[src/hdl/assert_macros.svh]
// Assertion macros shared by the point rotation RTL.
// Used by the trig unit, the rotation stage and the top level.
`ifndef ASSERT_MACROS_SVH
`define ASSERT_MACROS_SVH

// Condition must hold at every clock edge out of reset.
`define PTR_ASSERT_ALWAYS(label, cond) \
  label: assert property (@(posedge clk) disable iff (!rst_n) (cond)) \
    else $error("assertion failed");

// Antecedent in one cycle implies consequent in the next.
`define PTR_ASSERT_NEXT(label, ante, cons) \
  label: assert property (@(posedge clk) disable iff (!rst_n) (ante) |=> (cons)) \
    else $error("assertion failed");

`endif

[src/hdl/ptr_pkg.sv]
// Package for the point rotation block: widths, types, register codes,
// series reciprocal tables and the round/saturate helper. No dependencies.
package ptr_pkg;

  localparam int ANGLE_BITS     = 16;
  localparam int TRIG_FRAC_BITS = 16;
  localparam int COORD_W        = 32;
  localparam int TRIG_W         = TRIG_FRAC_BITS + 2;
  localparam int PROD_W         = COORD_W + TRIG_W;
  localparam int SUM_W          = PROD_W + 1;
  localparam int NUM_AXES       = 3;
  localparam int RSH            = 30 - TRIG_FRAC_BITS;
  localparam int RHALF          = (RSH > 0) ? (1 << (RSH - 1)) : 0;

  localparam logic [30:0] HALF_PI_Q30 = 31'd1686629713;
  localparam logic [30:0] Q30_ONE     = 31'h4000_0000;
  localparam logic [2:0]  SERIES_TERMS = 3'd7;

  typedef logic signed [COORD_W-1:0] coord_t;
  typedef logic signed [TRIG_W-1:0]  trig_val_t;
  typedef logic [ANGLE_BITS-1:0]     angle_t;
  typedef logic [1:0]                axis_t;

  localparam axis_t REG_ANGLE_X = 2'd0;
  localparam axis_t REG_ANGLE_Y = 2'd1;
  localparam axis_t REG_ANGLE_Z = 2'd2;

  typedef struct packed {
    trig_val_t [NUM_AXES-1:0] sin_v;
    trig_val_t [NUM_AXES-1:0] cos_v;
  } trig_set_t;

  // floor(n/d) for n < 2^30 is (n * mult) >> (30 + sh),
  // with sh = ceil(log2 d) and mult = ceil(2^(30+sh) / d)
  typedef struct packed {
    logic [30:0] mult;
    logic [3:0]  sh;
  } recip_t;

  typedef enum logic [2:0] {
    TS_IDLE,
    TS_PREP,
    TS_XMUL,
    TS_X2,
    TS_TMUL,
    TS_DIV,
    TS_SMUL,
    TS_DONE
  } trig_state_t;

  // divisor 2k(2k+1)
  function automatic recip_t sin_recip(input logic [2:0] k);
    recip_t r;
    unique case (k)
      3'd1:    r = '{mult: 31'(((64'd1 << 33) + 64'd5) / 64'd6),     sh: 4'd3};
      3'd2:    r = '{mult: 31'(((64'd1 << 35) + 64'd19) / 64'd20),   sh: 4'd5};
      3'd3:    r = '{mult: 31'(((64'd1 << 36) + 64'd41) / 64'd42),   sh: 4'd6};
      3'd4:    r = '{mult: 31'(((64'd1 << 37) + 64'd71) / 64'd72),   sh: 4'd7};
      3'd5:    r = '{mult: 31'(((64'd1 << 37) + 64'd109) / 64'd110), sh: 4'd7};
      3'd6:    r = '{mult: 31'(((64'd1 << 38) + 64'd155) / 64'd156), sh: 4'd8};
      3'd7:    r = '{mult: 31'(((64'd1 << 38) + 64'd209) / 64'd210), sh: 4'd8};
      default: r = '{mult: Q30_ONE, sh: 4'd0};
    endcase
    return r;
  endfunction

  // divisor (2k-1)2k
  function automatic recip_t cos_recip(input logic [2:0] k);
    recip_t r;
    unique case (k)
      3'd1:    r = '{mult: 31'(((64'd1 << 31) + 64'd1) / 64'd2),     sh: 4'd1};
      3'd2:    r = '{mult: 31'(((64'd1 << 34) + 64'd11) / 64'd12),   sh: 4'd4};
      3'd3:    r = '{mult: 31'(((64'd1 << 35) + 64'd29) / 64'd30),   sh: 4'd5};
      3'd4:    r = '{mult: 31'(((64'd1 << 36) + 64'd55) / 64'd56),   sh: 4'd6};
      3'd5:    r = '{mult: 31'(((64'd1 << 37) + 64'd89) / 64'd90),   sh: 4'd7};
      3'd6:    r = '{mult: 31'(((64'd1 << 38) + 64'd131) / 64'd132), sh: 4'd8};
      3'd7:    r = '{mult: 31'(((64'd1 << 38) + 64'd181) / 64'd182), sh: 4'd8};
      default: r = '{mult: Q30_ONE, sh: 4'd0};
    endcase
    return r;
  endfunction

  // Round half up at TRIG_FRAC_BITS (floor shift), then saturate to 32 bits.
  function automatic coord_t finish(input logic signed [SUM_W-1:0] acc);
    logic signed [SUM_W:0]                  t;
    logic signed [SUM_W-TRIG_FRAC_BITS:0]   r;
    coord_t                                 res;
    t = (SUM_W+1)'(acc) + (SUM_W+1)'(1 << (TRIG_FRAC_BITS - 1));
    r = t[SUM_W:TRIG_FRAC_BITS];
    if ((r[SUM_W-TRIG_FRAC_BITS:COORD_W-1] == '0) ||
        (r[SUM_W-TRIG_FRAC_BITS:COORD_W-1] == '1)) begin
      res = r[COORD_W-1:0];
    end else if (r[SUM_W-TRIG_FRAC_BITS]) begin
      res = {1'b1, {(COORD_W-1){1'b0}}};
    end else begin
      res = {1'b0, {(COORD_W-1){1'b1}}};
    end
    return res;
  endfunction

endpackage

[src/hdl/ptr_trig.sv]
// Sine/cosine unit: recomputes one axis after each angle write using a
// shared multiplier and reciprocal-multiply division. Depends on ptr_pkg.
`include "assert_macros.svh"

module ptr_trig (
  input  logic                                       clk,
  input  logic                                       rst_n,
  input  logic                                       wr_en,
  input  ptr_pkg::axis_t                             wr_axis,
  input  ptr_pkg::angle_t [ptr_pkg::NUM_AXES-1:0]    angles,
  output logic                                       busy,
  output ptr_pkg::trig_set_t                         trig
);
  import ptr_pkg::*;

  trig_state_t state_r, state_nxt;
  logic [NUM_AXES-1:0] pend_r, pend_nxt, pend_set, pend_clr;
  axis_t       axis_r, axis_nxt;
  logic [1:0]  quad_r, quad_nxt;
  logic        swap_r, swap_nxt;
  logic [21:0] u_r, u_nxt;
  logic [29:0] x_r, x_nxt;
  logic [29:0] x2_r, x2_nxt;
  logic [30:0] ts_r, ts_nxt, tc_r, tc_nxt;
  logic [2:0]  k_r, k_nxt;
  logic        sel_r, sel_nxt;
  logic [29:0] dvd_r, dvd_nxt;
  logic [30:0] s30_r, s30_nxt;
  trig_set_t   trig_r, trig_nxt;

  logic [30:0] mul_a, mul_b;
  logic [61:0] prod;
  logic [23:0] a24;
  recip_t      rcp;
  logic [29:0] quo;
  logic [31:0] rs_sum, rc_sum;
  logic [TRIG_FRAC_BITS:0] s_mag, c_mag, sm, cm;
  trig_val_t   sm_s, cm_s;

  assign busy = (state_r != TS_IDLE) || (|pend_r) || wr_en;
  assign trig = trig_r;

  // next state
  always_comb begin
    state_nxt = state_r;
    unique case (state_r)
      TS_IDLE: if (|pend_r) state_nxt = TS_PREP;
      TS_PREP: state_nxt = TS_XMUL;
      TS_XMUL: state_nxt = TS_X2;
      TS_X2:   state_nxt = TS_TMUL;
      TS_TMUL: state_nxt = TS_DIV;
      TS_DIV: begin
        if (sel_r && (k_r == 3'd1)) state_nxt = TS_SMUL;
        else                        state_nxt = TS_TMUL;
      end
      TS_SMUL: state_nxt = TS_DONE;
      TS_DONE: state_nxt = TS_IDLE;
      default: state_nxt = TS_IDLE;
    endcase
  end

  // shared multiplier operands
  always_comb begin
    unique case (state_r)
      TS_XMUL: begin mul_a = 31'(u_r);  mul_b = HALF_PI_Q30; end
      TS_X2:   begin mul_a = 31'(x_r);  mul_b = 31'(x_r);    end
      TS_TMUL: begin mul_a = 31'(x2_r); mul_b = sel_r ? tc_r : ts_r; end
      TS_DIV:  begin mul_a = 31'(dvd_r); mul_b = rcp.mult;   end
      TS_SMUL: begin mul_a = 31'(x_r);  mul_b = ts_r;        end
      default: begin mul_a = '0;        mul_b = '0;          end
    endcase
  end
  assign prod = 62'(mul_a) * 62'(mul_b);

  assign a24 = 24'(angles[axis_r]) << (24 - ANGLE_BITS);
  assign rcp = sel_r ? cos_recip(k_r) : sin_recip(k_r);
  assign quo = 30'(prod >> (6'd30 + 6'(rcp.sh)));

  assign rs_sum = 32'(s30_r) + 32'(RHALF);
  assign rc_sum = 32'(tc_r) + 32'(RHALF);
  assign s_mag  = (TRIG_FRAC_BITS+1)'(rs_sum >> RSH);
  assign c_mag  = (TRIG_FRAC_BITS+1)'(rc_sum >> RSH);
  assign sm     = swap_r ? c_mag : s_mag;
  assign cm     = swap_r ? s_mag : c_mag;
  assign sm_s   = trig_val_t'({1'b0, sm});
  assign cm_s   = trig_val_t'({1'b0, cm});

  always_comb begin
    pend_set = '0;
    if (wr_en && (wr_axis < axis_t'(NUM_AXES))) pend_set[wr_axis] = 1'b1;
  end

  // datapath next values
  always_comb begin
    pend_clr = '0;
    axis_nxt = axis_r;
    quad_nxt = quad_r;
    swap_nxt = swap_r;
    u_nxt    = u_r;
    x_nxt    = x_r;
    x2_nxt   = x2_r;
    ts_nxt   = ts_r;
    tc_nxt   = tc_r;
    k_nxt    = k_r;
    sel_nxt  = sel_r;
    dvd_nxt  = dvd_r;
    s30_nxt  = s30_r;
    trig_nxt = trig_r;
    unique case (state_r)
      TS_IDLE: begin
        priority if (pend_r[REG_ANGLE_X]) axis_nxt = REG_ANGLE_X;
        else if (pend_r[REG_ANGLE_Y])     axis_nxt = REG_ANGLE_Y;
        else                              axis_nxt = REG_ANGLE_Z;
        if (|pend_r) pend_clr[axis_nxt] = 1'b1;
      end
      TS_PREP: begin
        quad_nxt = a24[23:22];
        swap_nxt = a24[21];
        u_nxt    = a24[21] ? 22'(23'h40_0000 - 23'(a24[21:0])) : a24[21:0];
      end
      TS_XMUL: x_nxt = prod[51:22];
      TS_X2: begin
        x2_nxt  = prod[59:30];
        ts_nxt  = Q30_ONE;
        tc_nxt  = Q30_ONE;
        k_nxt   = SERIES_TERMS;
        sel_nxt = 1'b0;
      end
      TS_TMUL: dvd_nxt = prod[59:30];
      TS_DIV: begin
        if (sel_r) tc_nxt = Q30_ONE - 31'(quo);
        else       ts_nxt = Q30_ONE - 31'(quo);
        sel_nxt = ~sel_r;
        if (sel_r) k_nxt = k_r - 3'd1;
      end
      TS_SMUL: s30_nxt = prod[60:30];
      TS_DONE: begin
        unique case (quad_r)
          2'd0: begin trig_nxt.sin_v[axis_r] = sm_s;  trig_nxt.cos_v[axis_r] = cm_s;  end
          2'd1: begin trig_nxt.sin_v[axis_r] = cm_s;  trig_nxt.cos_v[axis_r] = -sm_s; end
          2'd2: begin trig_nxt.sin_v[axis_r] = -sm_s; trig_nxt.cos_v[axis_r] = -cm_s; end
          2'd3: begin trig_nxt.sin_v[axis_r] = -cm_s; trig_nxt.cos_v[axis_r] = sm_s;  end
          default: ;
        endcase
      end
      default: ;
    endcase
    pend_nxt = (pend_r & ~pend_clr) | pend_set;
  end

  always_ff @(posedge clk) begin
    if (!rst_n) begin
      state_r <= TS_IDLE;
      pend_r  <= '0;
      for (int i = 0; i < NUM_AXES; i++) begin
        trig_r.sin_v[i] <= '0;
        trig_r.cos_v[i] <= trig_val_t'(1 << TRIG_FRAC_BITS);
      end
    end else begin
      state_r <= state_nxt;
      pend_r  <= pend_nxt;
      trig_r  <= trig_nxt;
    end
  end

  always_ff @(posedge clk) begin
    axis_r <= axis_nxt;
    quad_r <= quad_nxt;
    swap_r <= swap_nxt;
    u_r    <= u_nxt;
    x_r    <= x_nxt;
    x2_r   <= x2_nxt;
    ts_r   <= ts_nxt;
    tc_r   <= tc_nxt;
    k_r    <= k_nxt;
    sel_r  <= sel_nxt;
    dvd_r  <= dvd_nxt;
    s30_r  <= s30_nxt;
  end

  `PTR_ASSERT_NEXT(a_wr_sets_busy, wr_en && (wr_axis < axis_t'(NUM_AXES)), busy)
  `PTR_ASSERT_ALWAYS(a_div_k_range, (state_r != TS_DIV) || (k_r != 3'd0))

endmodule

[config.mk]
export PLATFORM = sky130hd
export DESIGN_NAME = ptr_trig
export DESIGN_NICKNAME = d
export VERILOG_FILES = /design/src/hdl/ptr_pkg.sv /design/src/hdl/ptr_trig.sv
export VERILOG_INCLUDE_DIRS = /design/src /design/src/hdl
export SDC_FILE = /design/constraint.sdc
export NUM_CORES = 2
export LEC_CHECK = 0
export CAP_MARGIN = 20
export CELL_PAD_IN_SITES_DETAIL_PLACEMENT = 1
export CELL_PAD_IN_SITES_GLOBAL_PLACEMENT = 2
export CORE_UTILIZATION = 42
export CTS_CLUSTER_SIZE = 25
export DETAILED_ROUTE_END_ITERATION = 16
export DONT_BUFFER_PORTS = 1
export GPL_TIMING_DRIVEN = 1
export PLACE_DENSITY_LB_ADDON = 0.1
export SYNTH_ARGS = -nofsm -noshare
export SYNTH_HDL_FRONTEND = slang
export SYNTH_SLANG_ARGS = --single-unit
[constraint.sdc]
create_clock -name clk -period 16.8 [get_ports clk]
set_input_delay 2.52 -clock clk [delete_from_list [all_inputs] [get_ports clk]]
set_output_delay 2.52 -clock clk [all_outputs]
set_load 0.005 [all_outputs]
# Yosys cells after proc, flatten, opt, wreduce, memory -nomap -nowiden
# Index checks and enable logic that the tools add are counted.
[word_totals]
mem_bits_ro = 0
mem_count = 0
out_inout_bits = 109
in_bits = 53
latch_bits = 0
wordCells = 119
mem_bits_rw = 0
regBits = 328
[op_classes]
n_lt_le_gt_ge = 7
shifts = 1
mul = 1
muxes = 42
n_bitwise = 4
addsub = 8
reduce_logical = 15
n_div = 0
eq_ne = 20
[ops]
columns = ["op", "n"]
rows = [
  ["$pmux W34 S7", 2],
  ["$bwmux W54", 8],
  ["$pmux W108 S4", 1],
  ["$pmux W31 S5", 1],
  ["$pmux W31 S2", 2],
  ["$pmux W30 S4", 1],
  ["$mux W31", 3],
  ["$add A31 B14 Y31 const B", 2],
  ["$mul A31 B31 Y62", 1],
  ["$shr A62 B6 Y30", 1],
  ["$demux W18 S2", 1],
  ["$neg A17 Y18", 2],
  ["$mux W35", 1],
  ["$mux W17", 2],
  ["$bmux W16 S2", 1],
  ["$sub A31 B30 Y31 const A", 1],
  ["$eq A3 B3 Y1 const B", 8],
  ["$pmux W3 S8", 1],
  ["$sub A1 B22 Y22 const A", 1],
  ["$mux W21", 1],
  ["$mux W18", 1],
  ["$mux W16", 1],
  ["$mux W3", 5],
  ["$eq A3 B2 Y1 const B", 4],
  ["27 further kinds", 46],
]

# Depth between registers and ports, before layout
[depth]
ltp_word = 12
depth_mapped = 51
ltp_nobuf = 45

# Worst setup path after synthesis
# No wires, ideal clock.
[synth_path]
kind = "flip-flop to flip-flop"
start = "reg state_r[1]"
end = "reg tc_r[24], data pin"
n_path_buf = 4
synth_period_minus_slack_ps = 12923
arrival_ps = 12660
stages_incl_launch_ff = 37
t_required_ps = 16538
path_slack_ps = 3877
path_cell_list = "dfxtp_1 > buf_4 > clkinv_1 > nor3_1 > a21oi_1 > o2111a_1 > clkbuf_1 > nor2_1 > fa_1 > fa_1 > fa_1 > inv_1 > fa_1 > inv_1 > fa_1 > fa_1 > fa_1 > inv_1 > fa_1 > inv_1 > ha_1 > buf_2 > nand4_1 > or4_1 > or4_4 > nor4_4 > nor2_1 > o311ai_0 > xnor2_1 > o221ai_1 > o21ai_0 > a22oi_1 > or4b_4 > or3_1 > clkbuf_1 > nor3_1 > mux2_2"
[synth_between]
elab_chain_len = 8
[synth_lines]
columns = ["item", "line_no", "text"]
rows = [
  ["start, declared", "ptr_trig.sv:16", "trig_state_t state_r, state_nxt;"],
  ["start signal, assigned", "ptr_trig.sv:160", "state_r <= state_nxt;"],
  ["$eq A3 B3 Y1 or $eq A3 B2 Y1 (tied branches)", "ptr_trig.sv:64, ptr_trig.sv:109", ""],
  ["$reduce_or A2 Y1 (no line)", "--", ""],
  ["$pmux W30 S4", "ptr_trig.sv:64", "unique case (state_r)"],
  ["$mul A31 B31 Y62", "ptr_trig.sv:73", "assign prod = 62'(mul_a) * 62'(mul_b);"],
  ["$shr A62 B6 Y30", "ptr_trig.sv:77", "assign quo = 30'(prod >> (6'd30 + 6'(rcp.sh)));"],
  ["$sub A31 B30 Y31", "ptr_trig.sv:131", "if (sel_r) tc_nxt = Q30_ONE - 31'(quo);"],
  ["$mux W31", "ptr_trig.sv:131", ""],
  ["$pmux W31 S2 *", "ptr_trig.sv:109", "unique case (state_r)"],
  ["via tc_nxt[24]", "ptr_trig.sv:24", "logic [30:0] ts_r, ts_nxt, tc_r, tc_nxt;"],
  ["end signal, assigned", "ptr_trig.sv:174", "tc_r <= tc_nxt;"],
  ["end, declared", "ptr_trig.sv:24", ""],
]
# The timed path passes the listed nets; every way through them passes the cells marked *. The select of a mux whose other input is x is not followed.
# A chain may end at the register's enable or synchronous reset.

# Final worst setup path
[layout_path]
start = "reg state_r[1]"
end = "reg tc_r[25], data pin"
# The elaborated chain is that of the path after synthesis.

==> impl_metrics.env <==
export IMPL_setup_viol=0
export IMPL_cp_slowest_cell="nand2_1"
export IMPL_worstRegToRegCells=36
export IMPL_cts_tree="built"
export IMPL_finalCriticalPeriod_ns=14.75
export IMPL_synth_nets=7318
export IMPL_grt_first_pass_wirelength_mm=353.7
export IMPL_ys_types=97
export IMPL_overflow=0
export IMPL_netlist_instances=6194
export IMPL_r2r_setup_slack_ns=2.05
export IMPL_fp_row_count=128
export IMPL_fin_worst_skew_ns=0.01485
export IMPL_powerDensity_nw_per_um2=92.12
export IMPL_hold_violations=0
export IMPL_start_kind="flop"
export IMPL_cts_sinks=307
export IMPL_cts_hold_fix_buffers=0
export IMPL_synth_common_cells="nand2_1 (936), inv_1 (921), fa_1 (808)"
export IMPL_drt_wl_total_mm=245.2
export IMPL_grt_pass1_vias=49605
export IMPL_rr_endpoint="tc_r[25]$_DFFE_PP_"
export IMPL_finalMaxSlewViolations=0
export IMPL_core_area_sq_um=121700
export IMPL_multi_input_area_sq_um=38740
export IMPL_syn_area_sq_um=51530
export IMPL_crit_end="tc_r[25]$_DFFE_PP_"
export IMPL_worstReg2RegStart="state_r[1]$_SDFFE_PN0P_"
export IMPL_finish_instance_area_sq_um=55130
export IMPL_crit_start="state_r[1]$_SDFFE_PN0P_"
export IMPL_path_class="reg -> reg"
export IMPL_final_setup_tns_ns=0
export IMPL_num_vias=47509
export IMPL_grt_max_degree=115
export IMPL_num_fill_cells=14492
export IMPL_min_from="trig[29]$_SDFFE_PN0P_"
export IMPL_synth_avg_cell_area_sq_um=8.319
export IMPL_gr_usage_all_layers_pct=39.31
export IMPL_rsz0062_at_grt="no"
export IMPL_die_area_sq_um=124100
export IMPL_cts_resized=0
export IMPL_port_buffers=0
export IMPL_drive_gt1_share_pct=6.395
export IMPL_grt_antenna_before_repair=10
export IMPL_die_height_um=352.3
export IMPL_design_final_nets=7145
export IMPL_synth_most_common_cell="nand2_1"
export IMPL_htree_levels=2
export IMPL_relSlewSlack_pct=16.50
export IMPL_outcome="completed"
export IMPL_fmax_mhz=67.82
export IMPL_tightestPinTransition_ns=1.247
export IMPL_cp_arrival_ns=15.14
export IMPL_ant_nets=0
export IMPL_clk_path_buf_depth=3
export IMPL_clkLatencyLatePin_ns=0.58
export IMPL_synthTopCellsByArea="fa_1 (31%), edfxtp_1 (11%), nand2_1 (6.8%)"
export IMPL_worst_hold_path_type="reg -> reg"
export IMPL_ys_flop_type="edfxtp_1"
export IMPL_area_delta_synth_final_pct=6.993
export IMPL_wl_per_cell_um=31.93
export IMPL_crit_fanout=39
export IMPL_cp_required_ns=17.20
export IMPL_drc_errors=0
export IMPL_ys_ff_latch=307
export IMPL_dpl_hpwl_mm=192.4
export IMPL_period_share_pct=87.77
export IMPL_num_io_pins=162
export IMPL_drv_cap=0
export IMPL_cts_root_buffer="clkbuf_16"
export IMPL_async_flop_share_pct=0
export IMPL_start_util_pct=42.33
export IMPL_yosys_warnings=0
export IMPL_slowest_delay_ns=0.82
export IMPL_path_clk_slew_ns=0.06
export IMPL_synth_edf_count=193
export IMPL_yosysSeqAreaShare_pct=15.68
export IMPL_cp_common_cell="fa_1"
export IMPL_place_area_sq_um=53700
export IMPL_drt_initial_drc_count=4336
export IMPL_viasPerCell=6.187
export IMPL_yosys_area_top_type="fa_1"
export IMPL_postCtsSetupBuffers=0
export IMPL_ir_drop_v=0.00007438
export IMPL_seq_area_sq_um=8080
export IMPL_p_leak_nw=24.12
export IMPL_endpoint_kind="flop"
export IMPL_numCtsBuffers=39
export IMPL_dr_pass1_iters=5
export IMPL_netlist_area_leader_share_pct=31.39
export IMPL_die_w_um=352.3
export IMPL_routabilityCongestion=1.057
[report_power, final]
group	switching [mW]	total [mW]	internal, mW	leakage (nW)
clock	0.359	0.921	0.562	0.668
combinational	2.33	3.21	0.884	20.8
sequential	0.0534	0.947	0.894	2.66
total	2.74	5.08	2.34	24.1
[layer usage]
metal  track usage, %  vias up  wire (um)
li1                 -    19993          -
met1            51.46    24800      99870
met2            61.98     2175     110900
met3            8.197      541      20490
met4            18.86        0      13960
met5                0        -          0
[worst max-delay path, delay by kind of cell (launching register included)]
family,cells,cell delay [ns]
flip-flops,1,0.70
buffers and inverters,10,2.16
AND/OR/NAND/NOR,11,5.21
adder cells (fa/ha/maj),9,4.64
AO/OA/AOI/OAI,4,1.09
multiplexers,2,0.72
[sequential cells by signal, indices dropped and copies added (netlist names)]
name and count:
trig 108, tc_r 31, ts_r 31, dvd_r 30, x2_r 30, x_r 30
s30_r 18, u_r 14, k_r 3, pend_r 3, state_r 3, axis_r 2
quad_r 2, sel_r 1, swap_r 1
[placed cells by master (no fill, tap or decap), types with 22 or more instances in the layout]
master     Yosys  routed
nand2_1      936     934
inv_1        921     921
fa_1         808     808
nor2_1       638     628
o21ai_0      331     324
a21oi_1      312     305
ha_1         263     263
edfxtp_1     193     193
buf_4          2     171
dfxtp_1      114     112
mux2i_1       95      95
nor3_1        91      86
nand4_1       85      85
nand3_1       78      77
xnor2_1       68      68
xor2_1        40      40
clkbuf_16      0      40
and2_1        37      37
nor4_1        36      35
mux2_2        34      34
o221ai_1      34      34
a21o_1        36      34
o211ai_1      32      32
a221oi_1      32      31
a31oi_1       32      31
and3_1        31      31
o21a_1        30      28
a211oi_1      29      28
nand2b_1      26      26
and4_1        25      23
o22ai_1       26      23
or3_1         23      23
a22oi_1       22      22
[metrics by stage]
step	hold slack, ns	cells	setup WS (ns)	util [%]	power (mW)
4_1_cts	0.4851	7673	2.174	45.24	4.980
5_1_grt	0.5079	7677	1.380	45.29	5.272
3_5_place_dp	0.4776	7601	2.259	44.12	4.049
6_report	0.4806	7679	2.055	45.30	5.079
2_1_floorplan	0.4575	6194	3.877	-	2.713
3_3_place_gp	0.4725	7593	2.464	44.02	4.008
[worst min path at each step]
stage,endpoint,cells after the start
after detailed placement,trig[102]$_SDFFE_PN0P_,2
after floorplan,trig[91]$_SDFFE_PN0P_,2
after global routing,trig[73]$_SDFFE_PN0P_,2
after CTS,trig[102]$_SDFFE_PN0P_,2
after global placement,trig[11]$_SDFFE_PN0P_,2
final,trig[29]$_SDFFE_PN0P_,2
[final cells by class]
class,count,area share [%]
Sequential cell,307,14.66
Clock buffer,50,1.956
Multi-Input combinational cell,4569,70.27
Timing Repair Buffer,179,2.599
Antenna cell,2,0.009078
Inverter,925,6.298
Tap cell,1625,3.688
Clock inverter,22,0.5265
[logic make-up after synthesis]
logic type,share of synthesized area [%]
DFF,15.68
muxes,2.746
and+or+nand+nor,17.64
adders and majority gates,37.78
buffers and inverters,9.688
AOI/OAI and AO/OA,14.60
xor gates and xnor gates,1.867
No activity file was read; power rests on OpenSTA's default activity.
